File: src/design/rtfl_pkg.sv
// ----------------------------------------------------------------------------
// rtfl_pkg
// Shared types and constants for the RGBA transfer function block.
// ----------------------------------------------------------------------------
package rtfl_pkg;

   localparam int MaxPoints = 16;
   localparam int KeyBits   = 16;
   localparam int IdxBits   = $clog2(MaxPoints);
   localparam int CntBits   = $clog2(MaxPoints + 1);
   localparam int ChanBits  = 16;
   localparam int FracBits  = 17;
   localparam int DivSteps  = 17;

   localparam logic [1:0] StatusOk    = 2'd0;
   localparam logic [1:0] StatusFull  = 2'd1;
   localparam logic [1:0] StatusEmpty = 2'd2;

   localparam logic CmdInsert = 1'b0;
   localparam logic CmdSample = 1'b1;

   typedef struct packed {
      logic [ChanBits-1:0] red;
      logic [ChanBits-1:0] green;
      logic [ChanBits-1:0] blue;
      logic [ChanBits-1:0] alpha;
   } color_type;

   typedef struct packed {
      logic [KeyBits-1:0] key;
      color_type          color;
   } point_type;

   typedef struct packed {
      logic                cmd;
      logic [15:0]         in_key;
      logic [ChanBits-1:0] in_red;
      logic [ChanBits-1:0] in_green;
      logic [ChanBits-1:0] in_blue;
      logic [ChanBits-1:0] in_alpha;
   } req_type;

   typedef struct packed {
      logic [ChanBits-1:0] res_red;
      logic [ChanBits-1:0] res_green;
      logic [ChanBits-1:0] res_blue;
      logic [ChanBits-1:0] res_alpha;
      logic [1:0]          status;
      logic [15:0]         domain_low;
      logic [15:0]         domain_high;
   } rsp_type;

   // controller -> datapath
   typedef struct packed {
      logic load;      // capture request
      logic scan;      // compare one table entry
      logic shift;     // move one entry up during insert
      logic write;     // write new point at position
      logic grow;      // count++
      logic div_start;
      logic div_step;
      logic mix;       // select lo/hi operands and multiply
      logic finish;    // form response
   } cmd_type;

   // datapath -> controller
   typedef struct packed {
      logic is_sample;
      logic empty;
      logic full;
      logic scan_done;
      logic shift_done;
      logic clamp;
      logic div_done;
   } stat_type;

endpackage

File: src/design/rtfl_ctrl.sv
// ----------------------------------------------------------------------------
// rtfl_ctrl
// Sequencer for insert and sample operations.
// ----------------------------------------------------------------------------
module rtfl_ctrl (
   input  logic                clock,
   input  logic                reset,
   input  logic                req_valid,
   output logic                req_ready,
   output logic                rsp_valid,
   input  logic                rsp_ready,
   input  rtfl_pkg::stat_type  stat,
   output rtfl_pkg::cmd_type   cmd
);

   localparam logic [2:0] StIdle  = 3'd0;
   localparam logic [2:0] StScan  = 3'd1;
   localparam logic [2:0] StShift = 3'd2;
   localparam logic [2:0] StDiv   = 3'd3;
   localparam logic [2:0] StMix   = 3'd4;
   localparam logic [2:0] StDone  = 3'd5;
   localparam logic [2:0] StOut   = 3'd6;

   logic [2:0] state_ff, state_in;

   always_ff @(posedge clock) begin
      if (reset) begin
         state_ff <= StIdle;
      end else begin
         state_ff <= state_in;
      end
   end

   always_comb begin
      state_in  = state_ff;
      cmd       = '0;
      req_ready = 1'b0;
      rsp_valid = 1'b0;
      unique case (state_ff)
         StIdle: begin
            req_ready = 1'b1;
            if (req_valid) begin
               cmd.load = 1'b1;
               state_in = StScan;
            end
         end
         StScan: begin
            if (!stat.is_sample && stat.full) begin
               state_in = StDone;
            end else if (stat.is_sample && (stat.empty || stat.clamp)) begin
               state_in = StDone;
            end else if (stat.scan_done) begin
               if (stat.is_sample) begin
                  cmd.div_start = 1'b1;
                  state_in = StDiv;
               end else begin
                  state_in = StShift;
               end
            end else begin
               cmd.scan = 1'b1;
            end
         end
         StShift: begin
            if (stat.shift_done) begin
               cmd.write = 1'b1;
               cmd.grow  = 1'b1;
               state_in  = StDone;
            end else begin
               cmd.shift = 1'b1;
            end
         end
         StDiv: begin
            if (stat.div_done) begin
               state_in = StMix;
            end else begin
               cmd.div_step = 1'b1;
            end
         end
         StMix: begin
            cmd.mix  = 1'b1;
            state_in = StDone;
         end
         StDone: begin
            cmd.finish = 1'b1;
            state_in   = StOut;
         end
         StOut: begin
            rsp_valid = 1'b1;
            if (rsp_ready) begin
               state_in = StIdle;
            end
         end
         default: begin
            state_in = StIdle;
         end
      endcase
   end

endmodule

File: config.mk
export PLATFORM = sky130hd
export DESIGN_NAME = rtfl_ctrl
export DESIGN_NICKNAME = d
export VERILOG_FILES = /design/src/design/rtfl_pkg.sv /design/src/design/rtfl_ctrl.sv
export SDC_FILE = /design/constraint.sdc
export NUM_CORES = 1
export LEC_CHECK = 0
export BUFFER_PORTS_ARGS = -buffer_cell sky130_fd_sc_hd__buf_4
export CORE_AREA = 3 3 40 42
export CTS_CLUSTER_SIZE = 14
export DETAILED_ROUTE_END_ITERATION = 7
export DIE_AREA = 0 0 43 45
export GPL_TIMING_DRIVEN = 1
export HOLD_SLACK_MARGIN = 0.02
export SLEW_MARGIN = 20
export SYNTH_ARGS = -nofsm -noshare
export SYNTH_HDL_FRONTEND = slang
export SYNTH_SLANG_ARGS = --single-unit
File: constraint.sdc
create_clock -name clock -period 1.4 [get_ports clock]
set_input_delay 0.07 -clock clock [delete_from_list [all_inputs] [get_ports clock]]
set_output_delay 0.07 -clock clock [all_outputs]
set_load 0.01 [all_outputs]
==> flow_summary.toml <==
[power_and_ir_drop]
p_leak_nw = 0.2746
p_per_area_nw_per_um2 = 1472
ir_worst_vdd_uv = 691.6

[finish]
top_regs = "state_ff (3)"
antenna_cells = 0
nFillCells = 127
area_growth_pct = 91.44
largest_reg_flops = 3
regMostFlops = "state_ff"
drive_gt1_frac = 0.5694
fin_nets = 84

[global_route]
grt_overflow = 0
grt_pass1_vias = 415
grt_max_degree = 11
antenna_found_initial = 0
grt_usage = 0.1090
grt_pass1_wl_mm = 1.669

[critical_path]
worstPathArrival_ns = 1.51
critPathBufInv = 0
path_delay_family = "simple AND/OR/NAND/NOR gates"
crit_fanout = 9
worstPathCellList = "nor4b_2 > o21a_1 > o21bai_4 > or3_1 > a21oi_1"
worstSetupEndpointType = "flop"
cp.required_ns = 1.55
start_kind = "flop"
max_stage_delay_ns = 0.36
crit_slowest_cell = "dfxtp_4"
path_class = "flop to flop"

[detailed_routing]
vias = 420
drtAntennaViolNets = 0
viasPerCell = 4.828
dr.pass1.iters = 4
wl_um = 991
wl_per_cell_um = 11.39
drtIter0Drc = 7
drc = 0

[die]
die_area_um2 = 1935
rows = 13
dieWidth_um = 43
core_area_um2 = 1285
die_h_um = 45
ioPinCount = 22
start_util = 0.2502

[synth]
syn_area_um2 = 321.6
synth.top_cell.area_share = 0.1868
async_reset_ff_frac = 0
syn_nets = 53
yosysUniqueCellTypes = 25
synth.area.top_cells = "dfxtp_1 (19%), nor4b_1 (8.2%), a21oi_1 (6.2%)"
synthCells = 42
synth-seq-cells = 3
ys_warn_count = 0
synth_ff_type = "dfxtp_1"
yosys.area.top_type = "dfxtp_1"
yosys-top-cells-count = "a21oi_1 (4), clkbuf_1 (3), dfxtp_1 (3), nor2_1 (3), nor4b_1 (3)"
synth_edf_count = 0
syn_area_per_cell_um2 = 7.656
yosysMostFrequentCell = "a21oi_1"
yosysSeqAreaShare = 0.1868

[clock_tree]
numCtsBuffers = 3
cts_root_buffer = "clkbuf_4"
cts_htree_levels = 1
clock_path_buffers = 2
cts_tree = "done"
clk_latency_ns = 0.22
path_clk_slew_ns = 0.04
cts_sinks = 3

[timing]
fmax_ghz = 0.7350
drv_slew = 0
max_slew_margin = 0.7685
period_needed_ns = 1.361
period_share = 0.9718
fin_setup_tns_ns = 0
setup_viol = 0
skew_ns = 0.001637
finalHoldViolCount = 0
worstMarginPinSlew_ns = 0.3429
rsz0062_at_grt = "yes"
setup_ws_ns = 0.03946

[placed_design]
io_buffers = 21
place_hpwl_um = 818.6
place_congestion = 0.8227
place_ws_ns = -0.009144

[status]
status = "finished clean"

[run]
cap_viol_max_count = 0

[min_path]
holdCritPathClass = "primary input to flop"
tightest hold or removal path: cells and delay by family:
family	cells	cell delay, ns
compound gates	2	0.13
buf+inv	1	0.10
simple gates	1	0.07
per-layer routing:
layer	up-vias	GRT usage	wire, um
met4	0	0.01807	0
met3	0	0.03586	53
met5	-	0	0
met2	11	0.1916	510
li1	217	-	-
met1	192	0.1322	427
cell usage in the layout, fill, tap and decap left out, types with 2 or more instances in the layout:
| cell | n |
|---|---|
| nor2_1 | 3 |
| dfxtp_4 | 2 |
| a21oi_1 | 4 |
| inv_1 | 2 |
| o21ai_0 | 2 |
| nand2_1 | 2 |
| or3_1 | 2 |
| nor3b_1 | 2 |
| buf_4 | 29 |
| clkbuf_4 | 3 |
cell type report:
class | count | area, um2 | area share
clock buffer | 4 | 26.28 | 0.04268
timing repair buffer | 30 | 227.7 | 0.3699
tap | 15 | 18.77 | 0.03049
sequential | 3 | 68.82 | 0.1118
inverter | 2 | 7.507 | 0.01220
multi-input combinational | 33 | 266.5 | 0.4329
final timing paths:
path                            start                        to  cells after the start  slack [ns]
max          state_ff[0]$_SDFFE_PP0P_  state_ff[1]$_SDFFE_PP0P_                      5        0.04
min reg2reg  state_ff[0]$_SDFFE_PP0P_  state_ff[0]$_SDFFE_PP0P_                      2        0.52
max reg2reg  state_ff[0]$_SDFFE_PP0P_  state_ff[1]$_SDFFE_PP0P_                      5        0.04
min                         rsp_ready  state_ff[2]$_SDFFE_PP0P_                      4        0.18
power breakdown:
part           internal (W)  switching [W]  total [W]
Sequential         0.000131      0.0000568   0.000187
Clock              0.000106      0.0000385   0.000145
Combinational      0.000322       0.000251   0.000574
kinds of logic after synthesis:
logic type             after synthesis  synth area share
AO/OA/AOI/OAI                       12            0.2841
buffers and inverters                6           0.08173
flip-flops                           3            0.1868
multiplexers                         1           0.03113
AND/OR/NAND/NOR                     20            0.4164
stage by stage:
step	hold WS, ns	instance area (um2)	total power, W	util	instances
final	0.1847	615.6	0.0009059	0.4791	87
after global routing	0.1961	615.6	0.0009879	0.4791	87
after CTS	0.1939	584.3	0.0008773	0.4547	87
after detailed placement	0.2521	545.5	0.0007147	0.4245	82
after global placement	0.2483	545.5	0.0007072	0.4245	82
after floorplan	0.1391	327.8	0.0004402	-	42
repair_timing:
action | CTS | global route
setup endpoints to repair | 4 | 6
resized for setup | 2 | 7
buffers inserted | 0 | 1
hold buffers | 1 | 0
hold endpoints to repair | 3 | 0
pin swaps | 0 | 5
Note: power is estimated with default switching activity, not from simulation.
